`src/rtl/epi_pkg.sv`:
```
// Shared widths, codes and the sequencer program of the eased position interpolator.
package epi_pkg;

    // Field and datapath widths.
    localparam int POS_W     = 32;
    localparam int TIME_W    = 24;
    localparam int DT_W      = 16;
    localparam int FRAC_BITS = 16;
    localparam int T_W       = FRAC_BITS + 1;
    localparam int MODE_W    = 2;
    localparam int CFG_IDX_W = 3;
    localparam int MUL_W     = FRAC_BITS + 2;
    localparam int PROD_W    = 2 * MUL_W;
    localparam int DIFF_W    = POS_W + 1;
    localparam int CNT_W     = $clog2(FRAC_BITS);
    localparam int AXIS_W    = 2;
    localparam int PC_W      = 5;

    localparam logic [T_W-1:0] ONE = T_W'(1) << FRAC_BITS;
    localparam logic [MUL_W-1:0] THREE_ONE = MUL_W'(3) << FRAC_BITS;
    localparam logic [AXIS_W-1:0] LAST_AXIS = AXIS_W'(2);
    localparam logic [CNT_W-1:0] DIV_LAST = CNT_W'(FRAC_BITS - 1);

    // Configuration register indexes.
    typedef enum logic [CFG_IDX_W-1:0] {
        CFG_START_X  = 3'd0,
        CFG_START_Y  = 3'd1,
        CFG_START_Z  = 3'd2,
        CFG_GOAL_X   = 3'd3,
        CFG_GOAL_Y   = 3'd4,
        CFG_GOAL_Z   = 3'd5,
        CFG_DURATION = 3'd6,
        CFG_EASING   = 3'd7
    } t_cfg_idx;

    // Easing mode codes.
    localparam logic [MODE_W-1:0] EASE_LINEAR  = 2'd0;
    localparam logic [MODE_W-1:0] EASE_SMOOTH  = 2'd1;
    localparam logic [MODE_W-1:0] EASE_OUT_QUAD = 2'd2;
    localparam logic [MODE_W-1:0] EASE_LINEAR_ALT = 2'd3;

    // Datapath operations selected by the control word.
    typedef enum logic [3:0] {
        OP_NOP,
        OP_ACCEPT,
        OP_DIV_INIT,
        OP_DIV_STEP,
        OP_TLOAD,
        OP_SM_SQ,
        OP_SM_S,
        OP_SM_MUL,
        OP_SM_E,
        OP_EO_MUL,
        OP_EO_E,
        OP_LR_DIFF,
        OP_LR_MLO,
        OP_LR_MHI,
        OP_LR_SUM,
        OP_OUT
    } t_op;

    // Jump conditions.
    typedef enum logic [3:0] {
        COND_NEVER,
        COND_ALWAYS,
        COND_NO_IN,
        COND_DUR_ZERO,
        COND_DIV_MORE,
        COND_LINEAR,
        COND_EASEOUT,
        COND_AXIS_MORE,
        COND_OUT_BUSY
    } t_cond;

    typedef struct packed {
        t_op             op;
        t_cond           cond;
        logic [PC_W-1:0] target;
    } t_uword;

    // Program addresses.
    localparam logic [PC_W-1:0] P_ACCEPT   = 5'd0;
    localparam logic [PC_W-1:0] P_DIV_INIT = 5'd1;
    localparam logic [PC_W-1:0] P_DIV      = 5'd2;
    localparam logic [PC_W-1:0] P_TLOAD    = 5'd3;
    localparam logic [PC_W-1:0] P_MODE     = 5'd4;
    localparam logic [PC_W-1:0] P_SM_SQ    = 5'd5;
    localparam logic [PC_W-1:0] P_SM_S     = 5'd6;
    localparam logic [PC_W-1:0] P_SM_MUL   = 5'd7;
    localparam logic [PC_W-1:0] P_SM_E     = 5'd8;
    localparam logic [PC_W-1:0] P_EO_MUL   = 5'd9;
    localparam logic [PC_W-1:0] P_EO_E     = 5'd10;
    localparam logic [PC_W-1:0] P_LR_DIFF  = 5'd11;
    localparam logic [PC_W-1:0] P_LR_MLO   = 5'd12;
    localparam logic [PC_W-1:0] P_LR_MHI   = 5'd13;
    localparam logic [PC_W-1:0] P_LR_SUM   = 5'd14;
    localparam logic [PC_W-1:0] P_OUT      = 5'd15;
    localparam logic [PC_W-1:0] P_RET      = 5'd16;

    // Microcode ROM: a jump is taken when its condition holds, else the step advances.
    function automatic t_uword ucode(input logic [PC_W-1:0] pc);
        t_uword w;
        w = '{op: OP_NOP, cond: COND_ALWAYS, target: P_ACCEPT};
        case (pc)
            P_ACCEPT:   w = '{op: OP_ACCEPT,   cond: COND_NO_IN,     target: P_ACCEPT};
            P_DIV_INIT: w = '{op: OP_DIV_INIT, cond: COND_DUR_ZERO,  target: P_OUT};
            P_DIV:      w = '{op: OP_DIV_STEP, cond: COND_DIV_MORE,  target: P_DIV};
            P_TLOAD:    w = '{op: OP_TLOAD,    cond: COND_LINEAR,    target: P_LR_DIFF};
            P_MODE:     w = '{op: OP_NOP,      cond: COND_EASEOUT,   target: P_EO_MUL};
            P_SM_SQ:    w = '{op: OP_SM_SQ,    cond: COND_NEVER,     target: P_ACCEPT};
            P_SM_S:     w = '{op: OP_SM_S,     cond: COND_NEVER,     target: P_ACCEPT};
            P_SM_MUL:   w = '{op: OP_SM_MUL,   cond: COND_NEVER,     target: P_ACCEPT};
            P_SM_E:     w = '{op: OP_SM_E,     cond: COND_ALWAYS,    target: P_LR_DIFF};
            P_EO_MUL:   w = '{op: OP_EO_MUL,   cond: COND_NEVER,     target: P_ACCEPT};
            P_EO_E:     w = '{op: OP_EO_E,     cond: COND_NEVER,     target: P_ACCEPT};
            P_LR_DIFF:  w = '{op: OP_LR_DIFF,  cond: COND_NEVER,     target: P_ACCEPT};
            P_LR_MLO:   w = '{op: OP_LR_MLO,   cond: COND_NEVER,     target: P_ACCEPT};
            P_LR_MHI:   w = '{op: OP_LR_MHI,   cond: COND_NEVER,     target: P_ACCEPT};
            P_LR_SUM:   w = '{op: OP_LR_SUM,   cond: COND_AXIS_MORE, target: P_LR_DIFF};
            P_OUT:      w = '{op: OP_OUT,      cond: COND_OUT_BUSY,  target: P_OUT};
            P_RET:      w = '{op: OP_NOP,      cond: COND_ALWAYS,    target: P_ACCEPT};
            default:    w = '{op: OP_NOP,      cond: COND_ALWAYS,    target: P_ACCEPT};
        endcase
        return w;
    endfunction

endpackage

```
`src/rtl/epi_if.sv`:
```
// Valid/ready channel interfaces for tick beats in and position beats out.
interface epi_in_if;
    logic                          valid;
    logic                          ready;
    logic [epi_pkg::DT_W-1:0]      delta_time;
    logic                          restart;

    modport source (output valid, output delta_time, output restart, input ready);
    modport sink   (input valid, input delta_time, input restart, output ready);
endinterface

interface epi_out_if;
    logic                              valid;
    logic                              ready;
    logic signed [epi_pkg::POS_W-1:0]  pos_x;
    logic signed [epi_pkg::POS_W-1:0]  pos_y;
    logic signed [epi_pkg::POS_W-1:0]  pos_z;
    logic [epi_pkg::T_W-1:0]           progress;
    logic                              reached;

    modport source (output valid, output pos_x, output pos_y, output pos_z,
                    output progress, output reached, input ready);
    modport sink   (input valid, input pos_x, input pos_y, input pos_z,
                    input progress, input reached, output ready);
endinterface

```
`src/rtl/eased_position_interpolator.sv`:
```
// Eased 3-D position interpolator: a microcoded sequencer over one shared multiplier.
//
// One tick beat is taken at a time; the next is accepted only after the last has passed
// the output step. The sequencer program runs a 16-step restoring divider that forms
// progress one bit a cycle; the curved eases add three or five steps on one shared
// 18x18 multiplier, and each of the three axes takes four steps, two of them multiplies.
// A tick with zero duration goes from the divider setup straight to the output step.
// A stalled consumer holds one finished beat while the next one is worked; the
// sequencer waits at its output step while that beat is still held.
// Configuration is to be written only while the block is idle: the user is bound to
// this, and the block itself does not enforce it. There is no clearing pass.
module eased_position_interpolator (
    input  logic                           i_clk,
    input  logic                           i_rst_n,
    input  logic                           i_cfg_we,
    input  logic [epi_pkg::CFG_IDX_W-1:0]  i_cfg_idx,
    input  logic [epi_pkg::POS_W-1:0]      i_cfg_data,
    epi_in_if.sink                         i_in,
    epi_out_if.source                      o_out
);

    // Configuration registers.
    logic [epi_pkg::POS_W-1:0]  r_start [3];
    logic [epi_pkg::POS_W-1:0]  r_goal [3];
    logic [epi_pkg::TIME_W-1:0] r_duration;
    logic [epi_pkg::MODE_W-1:0] r_mode;

    // Sequencer and datapath state.
    logic [epi_pkg::PC_W-1:0]   r_pc;
    logic [epi_pkg::PC_W-1:0]   n_pc;
    logic [epi_pkg::TIME_W-1:0] r_elapsed;
    logic [epi_pkg::TIME_W-1:0] r_rem;
    logic [epi_pkg::T_W-1:0]    r_quot;
    logic [epi_pkg::CNT_W-1:0]  r_cnt;
    logic [epi_pkg::T_W-1:0]    r_t;
    logic [epi_pkg::T_W-1:0]    r_e;
    logic [epi_pkg::PROD_W-1:0] r_prod;
    logic [epi_pkg::POS_W-1:0]  r_acc;
    logic                       r_sticky;
    logic                       r_neg;
    logic [epi_pkg::DIFF_W-1:0] r_mag;
    logic [epi_pkg::AXIS_W-1:0] r_axis;
    logic [epi_pkg::POS_W-1:0]  r_pos [3];

    // Output register.
    logic                       r_out_valid;
    logic [epi_pkg::POS_W-1:0]  r_out_pos [3];
    logic [epi_pkg::T_W-1:0]    r_out_progress;
    logic                       r_out_reached;

    epi_pkg::t_uword            uw;
    logic                       in_acc;
    logic                       out_busy;
    logic                       dur_zero;
    logic                       jump;
    logic [epi_pkg::TIME_W-1:0] base;
    logic [epi_pkg::TIME_W:0]   sum;
    logic [epi_pkg::TIME_W:0]   rem2;
    logic                       ge;
    logic [epi_pkg::T_W-1:0]    u_val;
    logic [epi_pkg::MUL_W-1:0]  mul_a;
    logic [epi_pkg::MUL_W-1:0]  mul_b;
    logic [epi_pkg::DIFF_W-1:0] diff;
    logic [epi_pkg::POS_W-1:0]  q_sum;
    logic [epi_pkg::POS_W-1:0]  offset;

    // Control word fetch and handshake terms.
    assign uw       = epi_pkg::ucode(r_pc);
    assign i_in.ready = (uw.op == epi_pkg::OP_ACCEPT);
    assign in_acc   = i_in.valid && i_in.ready;
    assign out_busy = r_out_valid && !o_out.ready;
    assign dur_zero = (r_duration == '0);

    // Jump condition select and next step.
    always_comb begin
        case (uw.cond)
            epi_pkg::COND_NEVER:     jump = 1'b0;
            epi_pkg::COND_ALWAYS:    jump = 1'b1;
            epi_pkg::COND_NO_IN:     jump = !i_in.valid;
            epi_pkg::COND_DUR_ZERO:  jump = dur_zero;
            epi_pkg::COND_DIV_MORE:  jump = (r_cnt != '0);
            epi_pkg::COND_LINEAR:    jump = (r_mode == epi_pkg::EASE_LINEAR) ||
                                            (r_mode == epi_pkg::EASE_LINEAR_ALT);
            epi_pkg::COND_EASEOUT:   jump = (r_mode == epi_pkg::EASE_OUT_QUAD);
            epi_pkg::COND_AXIS_MORE: jump = (r_axis != epi_pkg::LAST_AXIS);
            epi_pkg::COND_OUT_BUSY:  jump = out_busy;
            default:                 jump = 1'b1;
        endcase
        n_pc = jump ? uw.target : r_pc + epi_pkg::PC_W'(1);
    end

    // Elapsed time update and one restoring divide step.
    always_comb begin
        base = i_in.restart ? '0 : r_elapsed;
        sum  = {1'b0, base} + (epi_pkg::TIME_W + 1)'(i_in.delta_time);
        rem2 = {r_rem, 1'b0};
        ge   = (rem2 >= {1'b0, r_duration});
    end

    // Shared multiplier operand select.
    always_comb begin
        u_val = epi_pkg::ONE - r_t;
        mul_a = '0;
        mul_b = '0;
        case (uw.op)
            epi_pkg::OP_SM_SQ: begin
                mul_a = epi_pkg::MUL_W'(r_t);
                mul_b = epi_pkg::MUL_W'(r_t);
            end
            epi_pkg::OP_SM_MUL: begin
                mul_a = epi_pkg::MUL_W'(r_e);
                mul_b = epi_pkg::THREE_ONE - {r_t, 1'b0};
            end
            epi_pkg::OP_EO_MUL: begin
                mul_a = epi_pkg::MUL_W'(u_val);
                mul_b = epi_pkg::MUL_W'(u_val);
            end
            epi_pkg::OP_LR_MLO: begin
                mul_a = epi_pkg::MUL_W'(r_mag[epi_pkg::FRAC_BITS-1:0]);
                mul_b = epi_pkg::MUL_W'(r_e);
            end
            epi_pkg::OP_LR_MHI: begin
                mul_a = epi_pkg::MUL_W'(r_mag[epi_pkg::DIFF_W-1:epi_pkg::FRAC_BITS]);
                mul_b = epi_pkg::MUL_W'(r_e);
            end
            default: begin
                mul_a = '0;
                mul_b = '0;
            end
        endcase
    end

    // Axis difference one bit wider than a position, and final offset modulo the position width.
    always_comb begin
        diff   = {r_goal[r_axis][epi_pkg::POS_W-1], r_goal[r_axis]}
               - {r_start[r_axis][epi_pkg::POS_W-1], r_start[r_axis]};
        q_sum  = r_prod[epi_pkg::POS_W-1:0] + r_acc;
        offset = r_neg ? (epi_pkg::POS_W'(0) - (q_sum + epi_pkg::POS_W'(r_sticky))) : q_sum;
    end

    // Sequencer, datapath and configuration registers.
    always_ff @(posedge i_clk) begin
        if (!i_rst_n) begin
            r_pc        <= epi_pkg::P_ACCEPT;
            r_out_valid <= 1'b0;
            r_elapsed   <= '0;
            r_duration  <= '0;
            r_mode      <= epi_pkg::EASE_LINEAR;
            for (int i = 0; i < 3; i++) begin
                r_start[i] <= '0;
                r_goal[i]  <= '0;
            end
        end else begin
            r_pc <= n_pc;

            // Result beat leaves when the sink takes it, unless the output step refills it.
            if (r_out_valid && o_out.ready && (uw.op != epi_pkg::OP_OUT)) begin
                r_out_valid <= 1'b0;
            end

            if (i_cfg_we) begin
                case (i_cfg_idx)
                    epi_pkg::CFG_START_X:  r_start[0] <= i_cfg_data;
                    epi_pkg::CFG_START_Y:  r_start[1] <= i_cfg_data;
                    epi_pkg::CFG_START_Z:  r_start[2] <= i_cfg_data;
                    epi_pkg::CFG_GOAL_X:   r_goal[0]  <= i_cfg_data;
                    epi_pkg::CFG_GOAL_Y:   r_goal[1]  <= i_cfg_data;
                    epi_pkg::CFG_GOAL_Z:   r_goal[2]  <= i_cfg_data;
                    epi_pkg::CFG_DURATION: r_duration <= i_cfg_data[epi_pkg::TIME_W-1:0];
                    epi_pkg::CFG_EASING:   r_mode     <= i_cfg_data[epi_pkg::MODE_W-1:0];
                    default: ;
                endcase
            end

            case (uw.op)
                epi_pkg::OP_ACCEPT: begin
                    // Saturate elapsed at the duration; zero duration holds it unless restarted.
                    if (in_acc) begin
                        if (dur_zero) begin
                            r_elapsed <= base;
                        end else if (sum > {1'b0, r_duration}) begin
                            r_elapsed <= r_duration;
                        end else begin
                            r_elapsed <= sum[epi_pkg::TIME_W-1:0];
                        end
                    end
                end
                epi_pkg::OP_DIV_INIT: begin
                    // The integer bit of progress is set only when the move is complete.
                    r_quot <= epi_pkg::T_W'(r_elapsed >= r_duration);
                    r_rem  <= (r_elapsed >= r_duration) ? '0 : r_elapsed;
                    r_cnt  <= epi_pkg::DIV_LAST;
                end
                epi_pkg::OP_DIV_STEP: begin
                    r_rem  <= ge ? epi_pkg::TIME_W'(rem2 - {1'b0, r_duration})
                                 : rem2[epi_pkg::TIME_W-1:0];
                    r_quot <= {r_quot[epi_pkg::T_W-2:0], ge};
                    r_cnt  <= r_cnt - epi_pkg::CNT_W'(1);
                end
                epi_pkg::OP_TLOAD: begin
                    r_t    <= r_quot;
                    r_e    <= r_quot;
                    r_axis <= '0;
                end
                epi_pkg::OP_SM_SQ, epi_pkg::OP_SM_MUL, epi_pkg::OP_EO_MUL,
                epi_pkg::OP_LR_MLO: begin
                    r_prod <= mul_a * mul_b;
                end
                epi_pkg::OP_SM_S, epi_pkg::OP_SM_E: begin
                    r_e <= r_prod[epi_pkg::FRAC_BITS +: epi_pkg::T_W];
                end
                epi_pkg::OP_EO_E: begin
                    r_e <= epi_pkg::ONE - r_prod[epi_pkg::FRAC_BITS +: epi_pkg::T_W];
                end
                epi_pkg::OP_LR_DIFF: begin
                    r_neg <= diff[epi_pkg::DIFF_W-1];
                    r_mag <= diff[epi_pkg::DIFF_W-1] ? (epi_pkg::DIFF_W'(0) - diff) : diff;
                end
                epi_pkg::OP_LR_MHI: begin
                    // Keep the floored low partial product and its lost fraction.
                    r_acc    <= epi_pkg::POS_W'(r_prod >> epi_pkg::FRAC_BITS);
                    r_sticky <= |r_prod[epi_pkg::FRAC_BITS-1:0];
                    r_prod   <= mul_a * mul_b;
                end
                epi_pkg::OP_LR_SUM: begin
                    r_pos[r_axis] <= r_start[r_axis] + offset;
                    r_axis        <= r_axis + epi_pkg::AXIS_W'(1);
                end
                epi_pkg::OP_OUT: begin
                    if (!out_busy) begin
                        r_out_valid    <= 1'b1;
                        r_out_progress <= dur_zero ? epi_pkg::ONE : r_t;
                        r_out_reached  <= (r_elapsed >= r_duration);
                        for (int i = 0; i < 3; i++) begin
                            r_out_pos[i] <= dur_zero ? r_goal[i] : r_pos[i];
                        end
                    end
                end
                default: ;
            endcase
        end
    end

    assign o_out.valid    = r_out_valid;
    assign o_out.pos_x    = r_out_pos[0];
    assign o_out.pos_y    = r_out_pos[1];
    assign o_out.pos_z    = r_out_pos[2];
    assign o_out.progress = r_out_progress;
    assign o_out.reached  = r_out_reached;

    // Elapsed time never passes a nonzero duration after a tick.
    a_elapsed_sat: assert property (@(posedge i_clk) disable iff (!i_rst_n)
        (in_acc && !dur_zero) |=> (r_elapsed <= r_duration))
        else $error("elapsed time above duration");

    // The divider remainder stays below the divisor.
    a_rem_bound: assert property (@(posedge i_clk) disable iff (!i_rst_n)
        (r_pc == epi_pkg::P_DIV) |-> (r_rem < r_duration))
        else $error("divider remainder out of range");

    // Progress on a result beat never exceeds one.
    a_progress_max: assert property (@(posedge i_clk) disable iff (!i_rst_n)
        o_out.valid |-> (o_out.progress <= epi_pkg::ONE))
        else $error("progress above one");

endmodule

```
`src/flat_wrapper.sv`:
```
// flat-port wrapper written by rule: the top's interface ports become plain ports
module eased_position_interpolator_flat 
  (i_clk, i_rst_n, i_cfg_we, i_cfg_idx, i_cfg_data, i_in_valid, i_in_delta_time, i_in_restart, i_in_ready, o_out_valid, o_out_pos_x, o_out_pos_y, o_out_pos_z, o_out_progress, o_out_reached, o_out_ready);
  epi_in_if i_in_i ();
  epi_out_if o_out_i ();
  input  logic i_clk;
  input  logic i_rst_n;
  input  logic i_cfg_we;
  input  logic [epi_pkg::CFG_IDX_W-1:0] i_cfg_idx;
  input  logic [epi_pkg::POS_W-1:0] i_cfg_data;
  input wire logic [$bits(i_in_i.valid)-1:0] i_in_valid;
  input wire logic [$bits(i_in_i.delta_time)-1:0] i_in_delta_time;
  input wire logic [$bits(i_in_i.restart)-1:0] i_in_restart;
  output wire logic [$bits(i_in_i.ready)-1:0] i_in_ready;
  output wire logic [$bits(o_out_i.valid)-1:0] o_out_valid;
  output wire logic [$bits(o_out_i.pos_x)-1:0] o_out_pos_x;
  output wire logic [$bits(o_out_i.pos_y)-1:0] o_out_pos_y;
  output wire logic [$bits(o_out_i.pos_z)-1:0] o_out_pos_z;
  output wire logic [$bits(o_out_i.progress)-1:0] o_out_progress;
  output wire logic [$bits(o_out_i.reached)-1:0] o_out_reached;
  input wire logic [$bits(o_out_i.ready)-1:0] o_out_ready;
  assign i_in_i.valid = i_in_valid;
  assign i_in_i.delta_time = i_in_delta_time;
  assign i_in_i.restart = i_in_restart;
  assign i_in_ready = i_in_i.ready;
  assign o_out_valid = o_out_i.valid;
  assign o_out_pos_x = o_out_i.pos_x;
  assign o_out_pos_y = o_out_i.pos_y;
  assign o_out_pos_z = o_out_i.pos_z;
  assign o_out_progress = o_out_i.progress;
  assign o_out_reached = o_out_i.reached;
  assign o_out_i.ready = o_out_ready;
  eased_position_interpolator u_core (.i_clk(i_clk), .i_rst_n(i_rst_n), .i_cfg_we(i_cfg_we), .i_cfg_idx(i_cfg_idx), .i_cfg_data(i_cfg_data), .i_in(i_in_i), .o_out(o_out_i));
endmodule
```
`config.mk`:
```
export PLATFORM = sky130hd
export DESIGN_NAME = eased_position_interpolator_flat
export DESIGN_NICKNAME = d
export VERILOG_FILES = /design/src/rtl/epi_pkg.sv /design/src/rtl/epi_if.sv /design/src/rtl/eased_position_interpolator.sv /design/src/flat_wrapper.sv
export SDC_FILE = /design/constraint.sdc
export NUM_CORES = 2
export LEC_CHECK = 0
export BUFFER_PORTS_ARGS = -buffer_cell sky130_fd_sc_hd__buf_2
export CORE_MARGIN = 4
export CORE_UTILIZATION = 54
export CTS_CLUSTER_SIZE = 16
export DETAILED_ROUTE_END_ITERATION = 8
export PLACE_DENSITY = 0.71
export SETUP_SLACK_MARGIN = 0.2
export SLEW_MARGIN = 15
export SYNTH_ARGS = -nofsm -noshare
export SYNTH_HDL_FRONTEND = slang
export SYNTH_SLANG_ARGS = --single-unit
```
`constraint.sdc`:
```
create_clock -name i_clk -period 25.2 [get_ports i_clk]
set_input_delay 0 -clock i_clk [delete_from_list [all_inputs] [get_ports i_clk]]
set_output_delay 0 -clock i_clk [all_outputs]
set_load 0.02 [all_outputs]
```
Word level (Yosys, flattened, before mapping)
Memory sizes are Yosys's and may differ from the RTL's. A register that Yosys moved wholly into a read port is not among the register bits.
Index checks and enable logic that the tools add are counted.

word-level totals
  register bits after elaboration = 246
  output and inout bits = 116
  memories = 5
  memory bits (read-only) = 384
  bits of input ports = 57
  memory bits (writable) = 384

cells by class
  $mul = 1
  eq/ne operators = 33
  add/subtract/negate cells = 14
  muxes and demuxes = 63
  magnitude comparators = 3
  reduce and logical (&&, ||, !) cells = 30
  bitwise operators = 7

memories
  name              depth  width  read ports  clocked after Yosys merged registers in  write ports  RTL line                           source
  (no name shown)   32     12     1           1                                        0            epi_pkg.sv:104                     case (pc)
  u_core.r_goal     3      32     4           1                                        3            eased_position_interpolator.sv:24  logic [epi_pkg::POS_W-1:0] r_goal [3];
  u_core.r_out_pos  3      32     3           0                                        3            eased_position_interpolator.sv:47  logic [epi_pkg::POS_W-1:0] r_out_pos [3];
  u_core.r_pos      3      32     3           0                                        1            eased_position_interpolator.sv:43  logic [epi_pkg::POS_W-1:0] r_pos [3];
  u_core.r_start    3      32     1           1                                        3            eased_position_interpolator.sv:23  logic [epi_pkg::POS_W-1:0] r_start [3];

operators with widths
  operator                  number
  $mux W32                  11
  $mux W24                  5
  $pmux W17 S5              1
  $pmux W18 S4              1
  $pmux W17 S3              1
  $pmux W24 S2              1
  $eq A4 B4 Y1 const B      9
  $mul A17 B18 Y35          1
  $mux W1                   35
  $pmux W17 S2              1
  $sub A17 B17 Y17 const A  2
  $sub A1 B33 Y33 const A   1
  $sub A32 B32 Y33          1
  $add A32 B1 Y32           1
  $add A32 B20 Y32          1
  $add A32 B32 Y32          1
  $eq A4 B3 Y1 const B      8
  $sub A1 B32 Y32 const A   1
  $add A24 B16 Y25          1
  $ge A25 B24 Y1            1
  $gt A25 B24 Y1            1
  $ge A24 B24 Y1            1
  $logic_not A24 Y1         1
  $sub A24 B24 Y24          1
  other kinds (33)          63

Depth between registers and ports, before layout
  word-level depth = 6
  gate-level depth with buffers = 35
  depth with buffers taken out = 34

Least setup slack after synthesis
Ideal clock, no wire load.

  path type = reg-to-reg
  start point = register u_core.r_t[0] (netlist name)
  end point = register u_core.r_prod[34] (netlist name), data pin
  cell stages (with the launch flop) = 31
  period minus slack after synthesis = 9.082 ns
  library setup time = 0.266 ns
  path slack = 16.118 ns
  required time = 24.934 ns
  arrival time = 8.816 ns
  path through = edfxtp_1 inv_1 ha_1 nor3b_1 nand3_1 or3_1 or3_1 nor3_1 o21ai_0 nand2_1 o21ai_0 a221oi_1 nor2_1 fa_1 fa_1 fa_1 fa_1 fa_1 inv_1 fa_1 inv_1 ha_1 clkbuf_1 o21ai_0 a211o_1 o311ai_0 a32o_1 o21a_1 o41a_1 and4_1 nor3_1

on the way
  longest elaborated chain between the ends = 3

RTL lines
  what                                                         RTL line                                                                source
  start, declared                                              eased_position_interpolator.sv:35                                       logic [epi_pkg::T_W-1:0] r_t;
  start signal, assigned                                       eased_position_interpolator.sv:201                                      r_t <= r_quot;
  $sub A17 B17 Y17 / $sub A18 B18 Y18 (equally long branches)  eased_position_interpolator.sv:102, eased_position_interpolator.sv:112
  $pmux W17 S5 / $pmux W18 S4 (equally long branches)          eased_position_interpolator.sv:105                                      case (uw.op)
  $mul A17 B18 Y35 (*)                                         eased_position_interpolator.sv:207, eased_position_interpolator.sv:223
  end signal, assigned                                         eased_position_interpolator.sv:207                                      r_prod <= mul_a * mul_b;
  end signal, assigned                                         eased_position_interpolator.sv:223                                      r_prod <= mul_a * mul_b;
  end, declared                                                eased_position_interpolator.sv:37                                       logic [epi_pkg::PROD_W-1:0] r_prod;

Every way passes the cells marked *; elsewhere a longest branch is shown, timed or not.
A chain may end at the register's enable or synchronous reset.

Worst setup path in the final report
Ends and elaborated chain as after synthesis.

==> metrics list <==
- The path with the worst hold slack has its endpoint at u_core.r_mode[0]$_SDFFE_PN0P_.
- The critical path is of the reg -> reg type.
* CP Max Fanout: 10
- Synthesis produced a netlist with a net count of 5273.
- Gate count after technology mapping: between 4000 and 5000
- Clock latency at the later pin of the worst-skew pair: between 600 and 700 ps
- The final route contains 35176 vias.
- Post-synthesis to final-layout area growth: 10.4%
- The number of antenna violations at the first check in global routing came to 3.
* Setup bufs post-CTS: 0
- After clock tree synthesis, the flow added hold-fix buffers numbering 40.
* Count of flip-flops with a built-in enable after synthesis: between 500 and 600
- Power density relative to cell area: 90.4 mW/mm²
- Critical path launch point type: register
* Final #Nets: approximately 5400
- No sink is reached through more buffers than the 3 on the longest clock path.
- Maximum VDD drop: between 0.07 and 0.08 mV
* Length in cells of the worst reg-to-reg path: 29
* Period minus WS final: about 9900 ps
* Share of cells above drive strength 1: approximately 8%
- Synth Register Bits: approximately 640
* Total inserted antenna cells: 0
* Post-route ant nets: 0
- Yosys printed 0 warnings.
- The worst hold path was traced through 4 stages.
* Dpl ws: 15490 ps
- Critical Path Sink Type: register
* Weighted congestion at the end of routability-driven global placement: between 0.9 and 1
- The pre-antenna-repair detailed-routing pass consisted of 9 iterations.
* Horizontal die dimension: between 300 and 400 µm
- Maximum clock frequency: 0.101 GHz
- Area enclosed by the die boundary: approximately 0.09 mm²
* Worst stage delay on the critical path: 900 ps
* Final worst slack: between 15000 and 20000 ps
- After synthesis the cells add up to 0.0462 mm².
* Filler cell count in the final layout: ~7100
- The worst hold path belongs to the class in -> reg.
- The worst register-to-register path ends at u_core.r_prod[34]$_DFFE_PP_.
- Number of pins exceeding their max-slew limit in the final report: 0
- For flop-to-flop paths, the worst setup slack is around 15000 ps.
- The count of endpoints failing hold in the final timing report is 0.
- Wire length of the first global-routing pass: 200 mm
* Max transition margin: about 22%
* Average wire per cell in the routed design: approximately 22 µm
- After clock tree synthesis, the clock-pin slew on the worst setup and hold paths is about 60 ps.
* Die outline height: 300 µm
- Slew at the pin closest to its max-slew limit: approximately 1200 ps
* Crit path arrival time: between 10000 and 15000 ps
- Total power consumption of the routed design: 0.00461 W
- Core Region: 0.0850 mm²
- Detailed placement finished with a half-perimeter wire length of roughly 96 mm.
- Max_cap viols: 0
- The most used flip-flop cell after synthesis is sky130_fd_sc_hd__edfxtp_1.
- The analysis attributes to cell leakage a power of around 22 nW.
- After routing, the total negative slack on setup checks comes to 0 ps.
* Number of library cell types mapped by synthesis: 88
- Final core utilization: approximately three fifths
* Post-cts sizing count: 0
- Final number of setup-violating endpoints: 0
- Startpoint of the tightest hold check path: i_cfg_idx[0]
* Average cell area after synthesis: ~9.9 µm²
- In the routed layout, each cell is associated on average with a via count of between 5 and 6.
* Share of flip-flops with an asynchronous set or reset after synthesis: 0%
- Sequential share of the synthesized area: roughly two fifths
* Part of the cycle the worst path needs: roughly two fifths
* Starting density of the core: roughly 54%
- Boundary Pins: 173
* Maximum number of pins on one net before global-route repair: roughly 80
- Wire length reported by the detailed router: roughly 130 mm
- The startpoint identified for the worst register-to-register timing path is u_core.r_t[0]$_DFFE_PP_.
- The H-tree generated during clock tree synthesis spans 3 levels.
- The detailed router finished its first iteration with approximately 3400 violations.
- Cell at the root of the clock tree: sky130_fd_sc_hd__clkbuf_16
- TritonCTS built the clock tree.
* Global-route usage over all layers: roughly 29%
* Number of buffers inserted by port buffering: roughly 170
* Worst EP required: between 20000 and 30000 ps
- The run finished with clean final reports.
- Overflow left after global routing: 0
* Cell row count: 107
- Among the stages of the critical path, the cell type that occurs most often is sky130_fd_sc_hd__fa_1.
* Hold_ws: roughly 55 ps
- Unrepaired setup endpoints after global routing: false
- For the final database, setup skew stands at around 22 ps.
- Via count of the first global-routing pass: approximately 34000
- Clock tree synthesis inserted a total of 69 buffers.
- Among all stages on the critical path, the largest delay is contributed by sky130_fd_sc_hd__o311ai_0.
- In the routed design, unresolved DRC markers number 0.
- Count of clock tree sinks: 641
cells in the final DEF (no fill, tap or decap), drive strengths merged, types with 17 or more instances in the layout:
cell,n
dlygate4sd3,40
nand2b,53
o21ai,230
or3,27
a211oi,26
a21o,89
edfxtp,572
o21bai,20
nand3,62
clkbuf,79
nor3,63
a221o,27
o211ai,18
a21oi,203
and3,37
ha,325
o2bb2ai,17
and2,171
dfxtp,69
o21a,75
nor4,19
nand2,789
xnor2,136
xor2,85
o31ai,22
inv,440
mux2i,95
nor2b,62
clkinv,23
a21boi,31
a31oi,33
fa,244
buf,221
nand4,31
nor2,218
per-stage QoR:
stage	instance area (µm²)	cells
2_1_floorplan	46200	4647
3_3_place_gp	48300	5828
3_5_place_dp	48300	5828
4_1_cts	51000	5989
5_1_grt	51000	5989
6_report	51000	5989
synth_stat cells, drive strengths merged (11+ instances only):
master	count	area, µm²
mux2i	95	951
a21o	89	668
edfxtp	572	17200
o2bb2ai	17	149
nand3	62	310
o31ai	22	165
nor2	218	841
nand4	31	194
nor4	19	119
xor2	85	744
o21a	75	563
a21boi	31	233
and2	171	1070
fa	244	4880
a211oi	26	195
a22oi	13	103
ha	325	4070
clkbuf	159	597
nor3	63	315
a222oi	16	160
o21bai	20	150
a21oi	203	1020
buf	25	114
o21ai	230	1150
inv	434	1630
and3	37	231
o211ai	18	135
a31oi	33	213
dfxtp	69	1380
nand2b	53	332
xnor2	136	1190
nand2	789	2970
or3	27	194
a221o	27	272
or2	11	68.8
nor2b	62	388
cell type report:
cell class	instances	area (µm²)	share of cell area [%]
clock buffers	79	1790	3.50
clock inverters	42	541	1.06
inverters	434	1630	3.19
multi-input cells	3388	25400	49.8
flip-flops and latches	641	18600	36.4
well taps	1144	1430	2.81
repair buffers	261	1630	3.19
flip-flops by register name, summed over array words and instances (netlist names), 17 cells and up, named ones only:
name	count
u_core.r_t	17
u_core.r_out_pos	96
u_core.r_duration	24
u_core.r_quot	17
u_core.r_elapsed	24
u_core.r_acc	19
u_core.r_prod	35
u_core.r_pos	96
u_core.r_goal	96
u_core.o_out.progress	17
u_core.r_e	17
u_core.r_mag	33
u_core.r_start	96
u_core.r_rem	24
worst max path at each step:
stage                       startpoint                           to  depth (start not counted)
2_1_floorplan  u_core.r_t[0]$_DFFE_PP_  u_core.r_prod[34]$_DFFE_PP_                         30
3_3_place_gp   u_core.r_t[0]$_DFFE_PP_  u_core.r_prod[34]$_DFFE_PP_                         29
3_5_place_dp   u_core.r_t[0]$_DFFE_PP_  u_core.r_prod[34]$_DFFE_PP_                         29
4_1_cts        u_core.r_t[0]$_DFFE_PP_  u_core.r_prod[34]$_DFFE_PP_                         29
5_1_grt        u_core.r_t[0]$_DFFE_PP_  u_core.r_prod[34]$_DFFE_PP_                         29
6_report       u_core.r_t[0]$_DFFE_PP_  u_core.r_prod[34]$_DFFE_PP_                         29
where the power goes:
group / total (W) / switching, W / internal, W
Clock: 0.00105 / 0.000436 / 0.000609
Combinational: 0.00210 / 0.00137 / 0.000722
Sequential: 0.00147 / 0.0000864 / 0.00138
cells by family after synthesis:
logic type,Yosys count,synth area share [%]
AO/OA/AOI/OAI,922,13.2
AND/OR/NAND/NOR,1577,15.8
buffers and inverters,618,5.06
XOR/XNOR,221,4.19
flip-flops,641,40.2
multiplexers,99,2.16
adder cells (fa/ha/maj),569,19.4
critical path: cells and delay by family (launching register included):
kind | cells | cell delay [ps]
adders and majority gates | 8 | 3810
AOI/OAI and AO/OA | 8 | 2800
and+or+nand+nor | 9 | 2300
DFF | 1 | 440
buffers and inverters | 4 | 270
metal layers:
metal	GRT usage, %	part of all wire, %
met3	4.87	8.0
met2	45.8	46
met4	10.7	4.0
met5	0	0
met1	39.4	42
Note: power is estimated with default switching activity, not from simulation.
